===== src/hw/rtl/ots_pkg.sv =====
// Package for the oscillator trim binary search block.
// Holds phase codes, channel and register codes and shared structs; no dependencies.
`default_nettype none

package ots_pkg;

   // Widths fixed by the channel fields and registers.
   localparam int unsigned MEAS_W     = 16;
   localparam int unsigned TOL_W      = 10;
   localparam int unsigned OUT_CODE_W = 12;
   localparam int unsigned CSR_DATA_W = 16;
   localparam int unsigned CSR_IDX_W  = 2;
   localparam int unsigned PROD_W     = 27;

   // Per mille scale of the tolerance check.
   localparam int unsigned PERMILLE = 1000;

   // Configuration register indexes.
   localparam logic [CSR_IDX_W-1:0] CSR_TARGET_MHZ   = 2'd0;
   localparam logic [CSR_IDX_W-1:0] CSR_TOL_PERMILLE = 2'd1;
   localparam logic [CSR_IDX_W-1:0] CSR_MAX_CODE     = 2'd2;

   // Register reset values.
   localparam logic [MEAS_W-1:0]     TARGET_RESET   = 16'd0;
   localparam logic [TOL_W-1:0]      TOL_RESET      = 10'd150;
   localparam logic [OUT_CODE_W-1:0] MAX_CODE_RESET = 12'd4095;

   // Input item function codes.
   localparam logic FUNC_START = 1'b0;
   localparam logic FUNC_MEAS  = 1'b1;

   // Result item kinds.
   localparam logic KIND_PROBE = 1'b0;
   localparam logic KIND_DONE  = 1'b1;

   // Sequencer phases.
   typedef enum logic [2:0] {
      PH_IDLE   = 3'd0,
      PH_SEARCH = 3'd1,
      PH_MLOW   = 3'd2,
      PH_MHIGH  = 3'd3,
      PH_FINAL  = 3'd4
   } phase_type;

   // Scaled tolerance limits: a reading m passes when
   // m*1000 + 999 >= lo_prod and m*1000 <= hi_prod.
   typedef struct packed {
      logic [PROD_W-1:0] lo_prod;
      logic [PROD_W-1:0] hi_prod;
   } limit_type;

   // One result produced by the sequencer step.
   typedef struct packed {
      logic                  valid;
      logic                  kind;
      logic [OUT_CODE_W-1:0] code;
      logic                  pass;
   } result_type;

endpackage : ots_pkg

`default_nettype wire


===== src/hw/rtl/ots_limits.sv =====
// Registered tolerance limit products for the final pass check.
// Depends on ots_pkg for widths and the limit struct.
`default_nettype none

module ots_limits
   import ots_pkg::*;
(
   input  wire logic              clock,
   input  wire logic [MEAS_W-1:0] target_mhz,
   input  wire logic [TOL_W-1:0]  tol_permille,
   output limit_type              limits
);

   logic [TOL_W-1:0]  lo_factor;
   logic [TOL_W:0]    hi_factor;
   logic [PROD_W-1:0] lo_prod_in;
   logic [PROD_W-1:0] hi_prod_in;
   limit_type         limits_ff;

   // Lower factor saturates at zero for tolerances above the full scale.
   always_comb begin
      if ({1'b0, tol_permille} < (TOL_W+1)'(PERMILLE)) begin
         lo_factor = TOL_W'((TOL_W+1)'(PERMILLE) - {1'b0, tol_permille});
      end else begin
         lo_factor = '0;
      end
      hi_factor  = (TOL_W+1)'(PERMILLE) + {1'b0, tol_permille};
      lo_prod_in = PROD_W'(target_mhz) * PROD_W'(lo_factor);
      hi_prod_in = PROD_W'(target_mhz) * PROD_W'(hi_factor);
   end

   // The registers change only with configuration, long before a final reading.
   always_ff @(posedge clock) begin
      limits_ff.lo_prod <= lo_prod_in;
      limits_ff.hi_prod <= hi_prod_in;
   end

   assign limits = limits_ff;

endmodule : ots_limits

`default_nettype wire


===== src/hw/rtl/ots_seq.sv =====
// Binary search sequencer: bounds, probe code, phase and at most one result per step.
// Depends on ots_pkg for phase codes, limits and the result struct.
`default_nettype none

module ots_seq
   import ots_pkg::*;
#(
   parameter int unsigned CODE_BITS = 12
)
(
   input  wire logic                  clock,
   input  wire logic                  reset,
   input  wire logic                  step_en,
   input  wire logic                  func,
   input  wire logic [MEAS_W-1:0]     measured_mhz,
   input  wire logic [MEAS_W-1:0]     target_mhz,
   input  wire logic [CODE_BITS-1:0]  max_code,
   input  wire limit_type             limits,
   output result_type                 result
);

   phase_type            phase_ff, phase_in;
   logic [CODE_BITS-1:0] low_ff, low_in;
   logic [CODE_BITS-1:0] high_ff, high_in;
   logic [CODE_BITS-1:0] probe_ff, probe_in;
   logic [MEAS_W-1:0]    low_err_ff, low_err_in;

   logic [MEAS_W-1:0]    meas_err;
   logic                 meas_above;
   logic [CODE_BITS:0]   bound_sum;
   logic [CODE_BITS-1:0] mid_code;
   logic                 converged;
   logic [PROD_W-1:0]    meas_scaled;
   logic                 in_tol;

   // Absolute error of the reading against the target.
   always_comb begin
      meas_above = measured_mhz > target_mhz;
      if (meas_above) begin
         meas_err = measured_mhz - target_mhz;
      end else begin
         meas_err = target_mhz - measured_mhz;
      end
   end

   // Tolerance check against the prescaled limits, no division needed.
   always_comb begin
      meas_scaled = PROD_W'(measured_mhz) * PROD_W'(PERMILLE);
      in_tol = (meas_scaled + PROD_W'(PERMILLE - 1) >= limits.lo_prod) &&
               (meas_scaled <= limits.hi_prod);
   end

   // Bound and saved error updates.
   always_comb begin
      low_in     = low_ff;
      high_in    = high_ff;
      low_err_in = low_err_ff;
      if (step_en) begin
         if (func == FUNC_START) begin
            low_in  = '0;
            high_in = max_code;
         end else begin
            case (phase_ff)
               PH_SEARCH: begin
                  if (meas_above) begin
                     high_in = probe_ff;
                  end else begin
                     low_in = probe_ff;
                  end
               end
               PH_MLOW: begin
                  low_err_in = meas_err;
               end
               default: begin
               end
            endcase
         end
      end
      bound_sum = {1'b0, low_in} + {1'b0, high_in};
      mid_code  = bound_sum[CODE_BITS:1];
      converged = mid_code == low_in;
   end

   // Next phase and probe code.
   always_comb begin
      phase_in = phase_ff;
      probe_in = probe_ff;
      if (step_en) begin
         if (func == FUNC_START) begin
            phase_in = converged ? PH_MLOW : PH_SEARCH;
            probe_in = converged ? low_in : mid_code;
         end else begin
            case (phase_ff)
               PH_SEARCH: begin
                  phase_in = converged ? PH_MLOW : PH_SEARCH;
                  probe_in = converged ? low_in : mid_code;
               end
               PH_MLOW: begin
                  phase_in = PH_MHIGH;
                  probe_in = high_ff;
               end
               PH_MHIGH: begin
                  phase_in = PH_FINAL;
                  probe_in = (low_err_ff < meas_err) ? low_ff : high_ff;
               end
               PH_FINAL: begin
                  phase_in = PH_IDLE;
               end
               default: begin
               end
            endcase
         end
      end
   end

   // Result of this step; a reading while idle gives none.
   always_comb begin
      result.valid = step_en && ((func == FUNC_START) || (phase_ff != PH_IDLE));
      result.kind  = ((func == FUNC_MEAS) && (phase_ff == PH_FINAL)) ?
                     KIND_DONE : KIND_PROBE;
      result.code  = OUT_CODE_W'(probe_in);
      result.pass  = (result.kind == KIND_DONE) && in_tol;
   end

   always_ff @(posedge clock) begin
      if (reset) begin
         phase_ff   <= PH_IDLE;
         low_ff     <= '0;
         high_ff    <= '0;
         probe_ff   <= '0;
         low_err_ff <= '0;
      end else begin
         phase_ff   <= phase_in;
         low_ff     <= low_in;
         high_ff    <= high_in;
         probe_ff   <= probe_in;
         low_err_ff <= low_err_in;
      end
   end

   // A done result only comes out of the final measurement.
   a_done_from_final: assert property (@(posedge clock) disable iff (reset)
      result.valid && (result.kind == KIND_DONE) |-> phase_ff == PH_FINAL)
      else $error("done result outside final phase");

   // The final measurement always returns the sequencer to idle.
   a_final_to_idle: assert property (@(posedge clock) disable iff (reset)
      step_en && (func == FUNC_MEAS) && (phase_ff == PH_FINAL) |=> phase_ff == PH_IDLE)
      else $error("sequencer did not return to idle");

   // While searching, the bounds never cross.
   a_bounds_order: assert property (@(posedge clock) disable iff (reset)
      phase_ff == PH_SEARCH |-> low_ff <= high_ff)
      else $error("search bounds crossed");

endmodule : ots_seq

`default_nettype wire


===== src/hw/rtl/oscillator_trim_binary_search_top.sv =====
// Top level of the oscillator trim binary search block: registers, channels, stages.
// Depends on ots_pkg, ots_limits and ots_seq.
//
//   Channel   Direction  Handshake             Payload
//   req_      in         req_valid/req_ready   req_func, req_measured_mhz
//   rsp_      out        rsp_valid/rsp_ready   rsp_kind, rsp_code, rsp_pass
//   csr_      in         csr_wr_en             csr_index, csr_wdata
//
// One item is taken per cycle unless the input register is full behind a stall;
// the input register takes it at the transfer and the sequencer step then loads the
// result register, from which the result transfer is made. A stalled result register
// holds the sequencer step; the input register still takes one more item. Limit
// products are registered from configuration. Synchronous reset clears the phase,
// valid flags, sequencer and config registers to defaults; data registers are kept.
`default_nettype none

module oscillator_trim_binary_search_top
   import ots_pkg::*;
#(
   parameter int unsigned CODE_BITS = 12
)
(
   input  wire logic                  clock,
   input  wire logic                  reset,
   // Input channel
   input  wire logic                  req_valid,
   output logic                       req_ready,
   input  wire logic                  req_func,
   input  wire logic [MEAS_W-1:0]     req_measured_mhz,
   // Result channel
   output logic                       rsp_valid,
   input  wire logic                  rsp_ready,
   output logic                       rsp_kind,
   output logic [OUT_CODE_W-1:0]      rsp_code,
   output logic                       rsp_pass,
   // Configuration port
   input  wire logic                  csr_wr_en,
   input  wire logic [CSR_IDX_W-1:0]  csr_index,
   input  wire logic [CSR_DATA_W-1:0] csr_wdata
);

   logic [MEAS_W-1:0]     target_ff;
   logic [TOL_W-1:0]      tol_ff;
   logic [OUT_CODE_W-1:0] max_code_ff;

   logic                  in_valid_ff, in_valid_in;
   logic                  in_func_ff;
   logic [MEAS_W-1:0]     in_meas_ff;

   logic                  rsp_valid_ff, rsp_valid_in;
   result_type            rsp_ff;

   logic                  req_xfer;
   logic                  step_go;
   logic                  step_en;
   limit_type             limits;
   result_type            result;

   // Configuration registers.
   always_ff @(posedge clock) begin
      if (reset) begin
         target_ff   <= TARGET_RESET;
         tol_ff      <= TOL_RESET;
         max_code_ff <= MAX_CODE_RESET;
      end else if (csr_wr_en) begin
         case (csr_index)
            CSR_TARGET_MHZ:   target_ff   <= csr_wdata[MEAS_W-1:0];
            CSR_TOL_PERMILLE: tol_ff      <= csr_wdata[TOL_W-1:0];
            CSR_MAX_CODE:     max_code_ff <= csr_wdata[OUT_CODE_W-1:0];
            default: begin
            end
         endcase
      end
   end

   // Handshake: the step runs when the result register is free or draining.
   assign step_go   = !rsp_valid_ff || rsp_ready;
   assign step_en   = in_valid_ff && step_go;
   assign req_ready = !in_valid_ff || step_go;
   assign req_xfer  = req_valid && req_ready;

   // Input register.
   always_comb begin
      in_valid_in = in_valid_ff;
      if (req_xfer) begin
         in_valid_in = 1'b1;
      end else if (step_en) begin
         in_valid_in = 1'b0;
      end
   end

   always_ff @(posedge clock) begin
      if (reset) begin
         in_valid_ff <= 1'b0;
      end else begin
         in_valid_ff <= in_valid_in;
      end
   end

   always_ff @(posedge clock) begin
      if (req_xfer) begin
         in_func_ff <= req_func;
         in_meas_ff <= req_measured_mhz;
      end
   end

   ots_limits u_limits (
      .clock        (clock),
      .target_mhz   (target_ff),
      .tol_permille (tol_ff),
      .limits       (limits)
   );

   ots_seq #(
      .CODE_BITS (CODE_BITS)
   ) u_seq (
      .clock        (clock),
      .reset        (reset),
      .step_en      (step_en),
      .func         (in_func_ff),
      .measured_mhz (in_meas_ff),
      .target_mhz   (target_ff),
      .max_code     (CODE_BITS'(max_code_ff)),
      .limits       (limits),
      .result       (result)
   );

   // Result register.
   always_comb begin
      rsp_valid_in = rsp_valid_ff;
      if (step_go) begin
         rsp_valid_in = result.valid;
      end
   end

   always_ff @(posedge clock) begin
      if (reset) begin
         rsp_valid_ff <= 1'b0;
      end else begin
         rsp_valid_ff <= rsp_valid_in;
      end
   end

   always_ff @(posedge clock) begin
      if (step_go && result.valid) begin
         rsp_ff <= result;
      end
   end

   assign rsp_valid = rsp_valid_ff;
   assign rsp_kind  = rsp_ff.kind;
   assign rsp_code  = rsp_ff.code;
   assign rsp_pass  = rsp_ff.pass;

   // The sequencer never steps over a result that is still waiting.
   a_step_needs_slot: assert property (@(posedge clock) disable iff (reset)
      step_en |-> !rsp_valid_ff || rsp_ready)
      else $error("step taken while result register blocked");

   // A full input register behind a stalled result blocks new transfers.
   a_stall_blocks_input: assert property (@(posedge clock) disable iff (reset)
      rsp_valid_ff && !rsp_ready && in_valid_ff |-> !req_ready)
      else $error("input taken while pipeline stalled");

   // Every accepted item lands in the input register.
   a_xfer_loads: assert property (@(posedge clock) disable iff (reset)
      req_xfer |=> in_valid_ff)
      else $error("accepted item lost");

endmodule : oscillator_trim_binary_search_top

`default_nettype wire

===== config.mk =====
export PLATFORM = sky130hd
export DESIGN_NAME = oscillator_trim_binary_search_top
export DESIGN_NICKNAME = d
export VERILOG_FILES = /design/src/hw/rtl/ots_pkg.sv /design/src/hw/rtl/ots_limits.sv /design/src/hw/rtl/ots_seq.sv /design/src/hw/rtl/oscillator_trim_binary_search_top.sv
export SDC_FILE = /design/constraint.sdc
export NUM_CORES = 1
export LEC_CHECK = 0
export ABC_AREA = 0
export BUFFER_PORTS_ARGS = -buffer_cell sky130_fd_sc_hd__clkbuf_2
export CORE_ASPECT_RATIO = 1.25
export CORE_MARGIN = 2
export CORE_UTILIZATION = 50
export DETAILED_ROUTE_END_ITERATION = 8
export HOLD_SLACK_MARGIN = 0.03
export PLACE_DENSITY = 0.7
export REMOVE_ABC_BUFFERS = 1
export SLEW_MARGIN = 20
export SYNTH_ARGS = -nofsm -noshare
export SYNTH_HDL_FRONTEND = slang
export SYNTH_HIERARCHICAL = 1
export SYNTH_SLANG_ARGS = --single-unit

===== constraint.sdc =====
create_clock -name clock -period 9.19 [get_ports clock]
set_input_delay 1.3785 -clock clock [delete_from_list [all_inputs] [get_ports clock]]
set_output_delay 1.3785 -clock clock [all_outputs]
set_load 0.01 [all_outputs]

==> tab_implementation.tex <==
\begin{tabular}{lr}
\hline
Metric & Value \\
\hline
\multicolumn{2}{l}{\textbf{Run status}} \\
Result of the run & finished, final reports clean \\
\multicolumn{2}{l}{\textbf{Clocking}} \\
Hold-fix buffer count after cts & 0 \\
CTS Root Cell & clkbuf\_16 \\
Maximum clock insertion buffer count & 2 \\
\# clock sinks & $\sim$180 \\
Number of buffers created by CTS & 17 \\
Total setup buffers inserted after CTS & 0 \\
Clock transition at the register clock pins on the worst setup and hold paths after CTS & 0.08 ns \\
Clock latency of the later-clocked register in the worst-skew pair & $\sim$0.47 ns \\
Post-cts repair resize count & 0 \\
H-tree depth & 4 \\
Clock tree from TritonCTS & done \\
\multicolumn{2}{l}{\textbf{Floorplan}} \\
Placeable Area & 49200 µm² \\
Die X-Extent & 203 µm \\
Die area & 51500 µm² \\
Number of I/O pins & 56 \\
Number of standard-cell rows in the floorplan & around 90 \\
Initial Util & 0.505 \\
Floorplan die height & approximately 250 µm \\
\multicolumn{2}{l}{\textbf{Drt}} \\
Number of iterations in the first detailed-routing pass & 5 \\
Wire length reported by the detailed router & about 66 mm \\
Via count & 19776 \\
Mean number of vias per cell & $\sim$5.6 \\
Number of design-rule violations left by the first detailed-router iteration & 1135 \\
Wire length per cell after detailed routing & 18.7 µm \\
Post-route DRC violation count & 0 \\
Final ANT Viol Nets & 0 \\
\multicolumn{2}{l}{\textbf{Critical path}} \\
Crit path cell chain & inv\_1, ha\_1, a21oi\_1, nand3\_1, xnor2\_1, nor2\_1, and2\_1, fa\_1, fa\_1, fa\_1, fa\_1, inv\_1, fa\_1, inv\_1, ha\_1, a21oi\_1, o211ai\_1, a21oi\_1, a21oi\_1, or4b\_1, o211a\_1 \\
Arr. time, crit path & $\sim$8 ns \\
Critical-path maximum fanout & 16 \\
CP Capture Type & flop \\
CP delay by family, top & adder cells \\
Startpoint types & flop \\
Startpoint of the worst register-to-register path & tol\_ff[3]\$\_SDFFE\_PP0P\_ \\
Start-to-end type of the worst setup path & flop to flop \\
Reg2Reg Setup Slack & about 1.5 ns \\
Critical Path RT & 9.55 ns \\
Reg2Reg Capture Point & u\_limits/limits[49]\$\_DFF\_P\_ \\
Max incr delay on CP & $\sim$0.74 ns \\
Number of buffer and inverter instances along the worst setup path & 3 \\
Slowest stage cell on the critical path & nor2\_1 \\
Most frequent cell on the critical path & fa\_1 \\
Cell depth of the worst flop-to-flop path & 21 \\
\multicolumn{2}{l}{\textbf{Worst hold path}} \\
Min-delay src & u\_seq/low\_err\_ff[8]\$\_SDFFE\_PP0P\_ \\
Instance count along the most critical hold path & 2 \\
Class of the worst hold path & flop to flop \\
Hold worst-path end & u\_seq/low\_err\_ff[8]\$\_SDFFE\_PP0P\_ \\
\multicolumn{2}{l}{\textbf{Finish}} \\
Final-stage net count & around 3500 \\
Final antenna diode count & 0 \\
Number of fill cells & 4551 \\
Storage cell area & around 4000 µm² \\
Final cell area excluding filler cells & 26300 µm² \\
End-of-flow core utilization & 0.536 \\
Most common cell after layout, fill and taps aside & inv\_1 \\
Layout Area Growth over Synthesis & 6.10\% \\
Ratio of cells with drive above 1 in the final layout & 0.0586 \\
Combined area of the multi-input logic cells & around 19000 µm² \\
Finished Layout Cells & 3502 \\
Most frequent cells in the layout & inv\_1 (436), fa\_1 (292), ha\_1 (287), nand2\_1 (260), nor2\_1 (164) \\
\multicolumn{2}{l}{\textbf{STA}} \\
Final min period & 7.67 ns \\
Final Hold Fails & 0 \\
Portion of the clock cycle consumed by the worst path in the final layout & 0.835 \\
Highest attainable clock frequency & 130 MHz \\
Setup ws final & roughly 1.5 ns \\
Setup skew after layout & 0.0160 ns \\
Final number of max-transition violations & 0 \\
Number of setup violations in the final report & 0 \\
Setup repair after global routing missed its margin & no \\
Headroom to the max-slew limit & 0.243 \\
Pin slew with the least headroom to its limit & 1.13 ns \\
Final-layout setup total negative slack & 0 ns \\
Worst-case hold slack & approximately 0.50 ns \\
\multicolumn{2}{l}{\textbf{Placed design}} \\
Setup Slack @ Placement & between 1.5 and 2 ns \\
Final HPWL DP & 50.8 mm \\
Quantity of I/O buffers inserted on ports & 55 \\
Final weighted congestion in routability-driven placement & slightly above 0.9 \\
Cell area after placement & 25700 µm² \\
Instance count after placement with tap cells included & 3470 \\
\multicolumn{2}{l}{\textbf{Pwr}} \\
Switching power summed over all nets & around 2.2 mW \\
Sequential Power Share & 0.191 \\
Internal cell power & 2.51 mW \\
Switch share & 0.468 \\
Leakage dissipation & 12.5 nW \\
Overall power consumption & 4.72 mW \\
Maximum vdd ir drop & 0.000191 V \\
Share of total power in the clock network & 0.168 \\
Relative contribution of combinational cells to total power & 0.641 \\
Power density of the placed cells & 179 nW/µm² \\
\multicolumn{2}{l}{\textbf{Yosys}} \\
Register bit total from synthesis & 179 \\
Share of synthesized area occupied by flip-flops and latches & 0.157 \\
Unique cell type count in the Yosys netlist & 97 \\
Mean post-synth cell area & 8.71 µm² \\
Top flip-flop cell by instance count after synthesis & dfxtp\_1 \\
Cell area after synthesis & 24800 µm² \\
Number of flops mapped to enable cells by yosys & 31 \\
Share of async-settable or async-resettable flops after synthesis & 0 \\
Synthesized instance count & 2852 \\
Number of warnings printed during yosys synthesis & 6 \\
\multicolumn{2}{l}{\textbf{GRT}} \\
Antenna violations before repair & 0 \\
Maximum number of pins on one net before global-route repair & 105 \\
Via count of the first global-routing pass & 20624 \\
Global-route wire length before repair & 107 mm \\
Residual overflow from global routing & 0 \\
All-layer global routing usage & 0.261 \\
\multicolumn{2}{l}{\textbf{Run}} \\
Total of max-cap violations & 0 \\
\hline
\end{tabular}
## power by group through the flow
stage / clock (mW) / sequential (mW) / combinational (mW)
floorplan: 0 / 0.917 / 2.25
global placement: 0 / 0.920 / 2.87
detailed placement: 0 / 0.922 / 2.98
CTS: 0.805 / 0.904 / 3.01
global route: 0.834 / 0.911 / 3.42
finish: 0.793 / 0.903 / 3.03
## cell type report
| type | count | area share |
|---|---|---|
| inverters | 436 | 0.0621 |
| flip-flops and latches | 179 | 0.148 |
| clock buffers | 17 | 0.0161 |
| multi-input cells | 2111 | 0.713 |
| clock inverters | 15 | 0.00812 |
| well taps | 651 | 0.0309 |
| repair buffers | 93 | 0.0214 |
## layer usage
metal  track usage  share of wire  wire [µm]  vias to the layer above
li1              -              -          -                     9360
met1         0.308           0.40      26000                     9763
met2         0.482           0.52      34200                      524
met3        0.0239          0.043       2800                      129
met4         0.113          0.039       2580                        0
met5             0              0          0                        -
## cells by family (layout without fill, tap and decap cells)
group | Yosys count | in the layout | synth area share
and+or+nand+nor | 856 | 856 | 0.175
adders and majority gates | 579 | 579 | 0.380
buffers and inverters | 562 | 561 | 0.0873
AOI/OAI and AO/OA | 517 | 517 | 0.142
DFF | 179 | 179 | 0.157
xor gates and xnor gates | 108 | 108 | 0.0381
muxes | 50 | 50 | 0.0206
other | 1 | 1 | 0.000151
## tightest hold or removal path: stages, from the launching register on
cell and delay (ns):
dfxtp_1 0.34, a21oi_1 0.07, nor2_1 0.07
## sequential cells by signal (all words and copies together) (netlist names), 3 cells and up
signal and count:
in_meas_ff 16, rsp_code 12, u_seq/probe_ff 12, u_seq/phase_ff 3
tol_ff 10, u_seq/low_ff 12, u_seq/high_ff 12, target_ff 16
u_seq/low_err_ff 16, max_code_ff 12, u_limits/limits 53
## worst max-delay path by stage
stage / cells after the start / slack (ns) / from / end
floorplan: 26 / 2.53 / in_meas_ff[1]$_DFFE_PP_ / rsp_pass$_DFFE_PP_
global route: 21 / 1.01 / tol_ff[3]$_SDFFE_PP0P_ / u_limits/limits[49]$_DFF_P_
finish: 21 / 1.52 / tol_ff[3]$_SDFFE_PP0P_ / u_limits/limits[49]$_DFF_P_
detailed placement: 21 / 1.54 / tol_ff[3]$_SDFFE_PP0P_ / u_limits/limits[49]$_DFF_P_
CTS: 21 / 1.53 / tol_ff[3]$_SDFFE_PP0P_ / u_limits/limits[49]$_DFF_P_
global placement: 21 / 1.79 / tol_ff[3]$_SDFFE_PP0P_ / u_limits/limits[49]$_DFF_P_
## cell usage after synthesis (7+ instances only)
cell / count / area [µm²]
nor2b_1: 74 / 463
a311oi_1: 9 / 78.8
and3_1: 17 / 106
nor4_1: 8 / 50.1
xnor2_1: 72 / 631
edfxtp_1: 31 / 931
buf_2: 19 / 95.1
a211o_1: 11 / 96.3
fa_1: 292 / 5850
inv_1: 436 / 1640
a211oi_1: 37 / 278
a22o_1: 7 / 61.3
dfxtp_1: 148 / 2960
nand2_1: 260 / 976
nand2b_1: 60 / 375
xor2_1: 36 / 315
mux2i_1: 44 / 440
o22ai_1: 23 / 144
a21oi_1: 133 / 666
o21ai_1: 8 / 40.0
nor3_1: 34 / 170
nand4_1: 22 / 138
a21o_1: 51 / 383
ha_1: 287 / 3590
clkbuf_1: 94 / 353
o21a_1: 30 / 225
nand3_1: 33 / 165
o21ai_0: 78 / 390
o211ai_1: 13 / 97.6
a31oi_1: 24 / 150
and2_1: 141 / 882
nor2_1: 164 / 616
a22oi_1: 7 / 52.6
No activity file was read; power rests on OpenSTA's default activity.
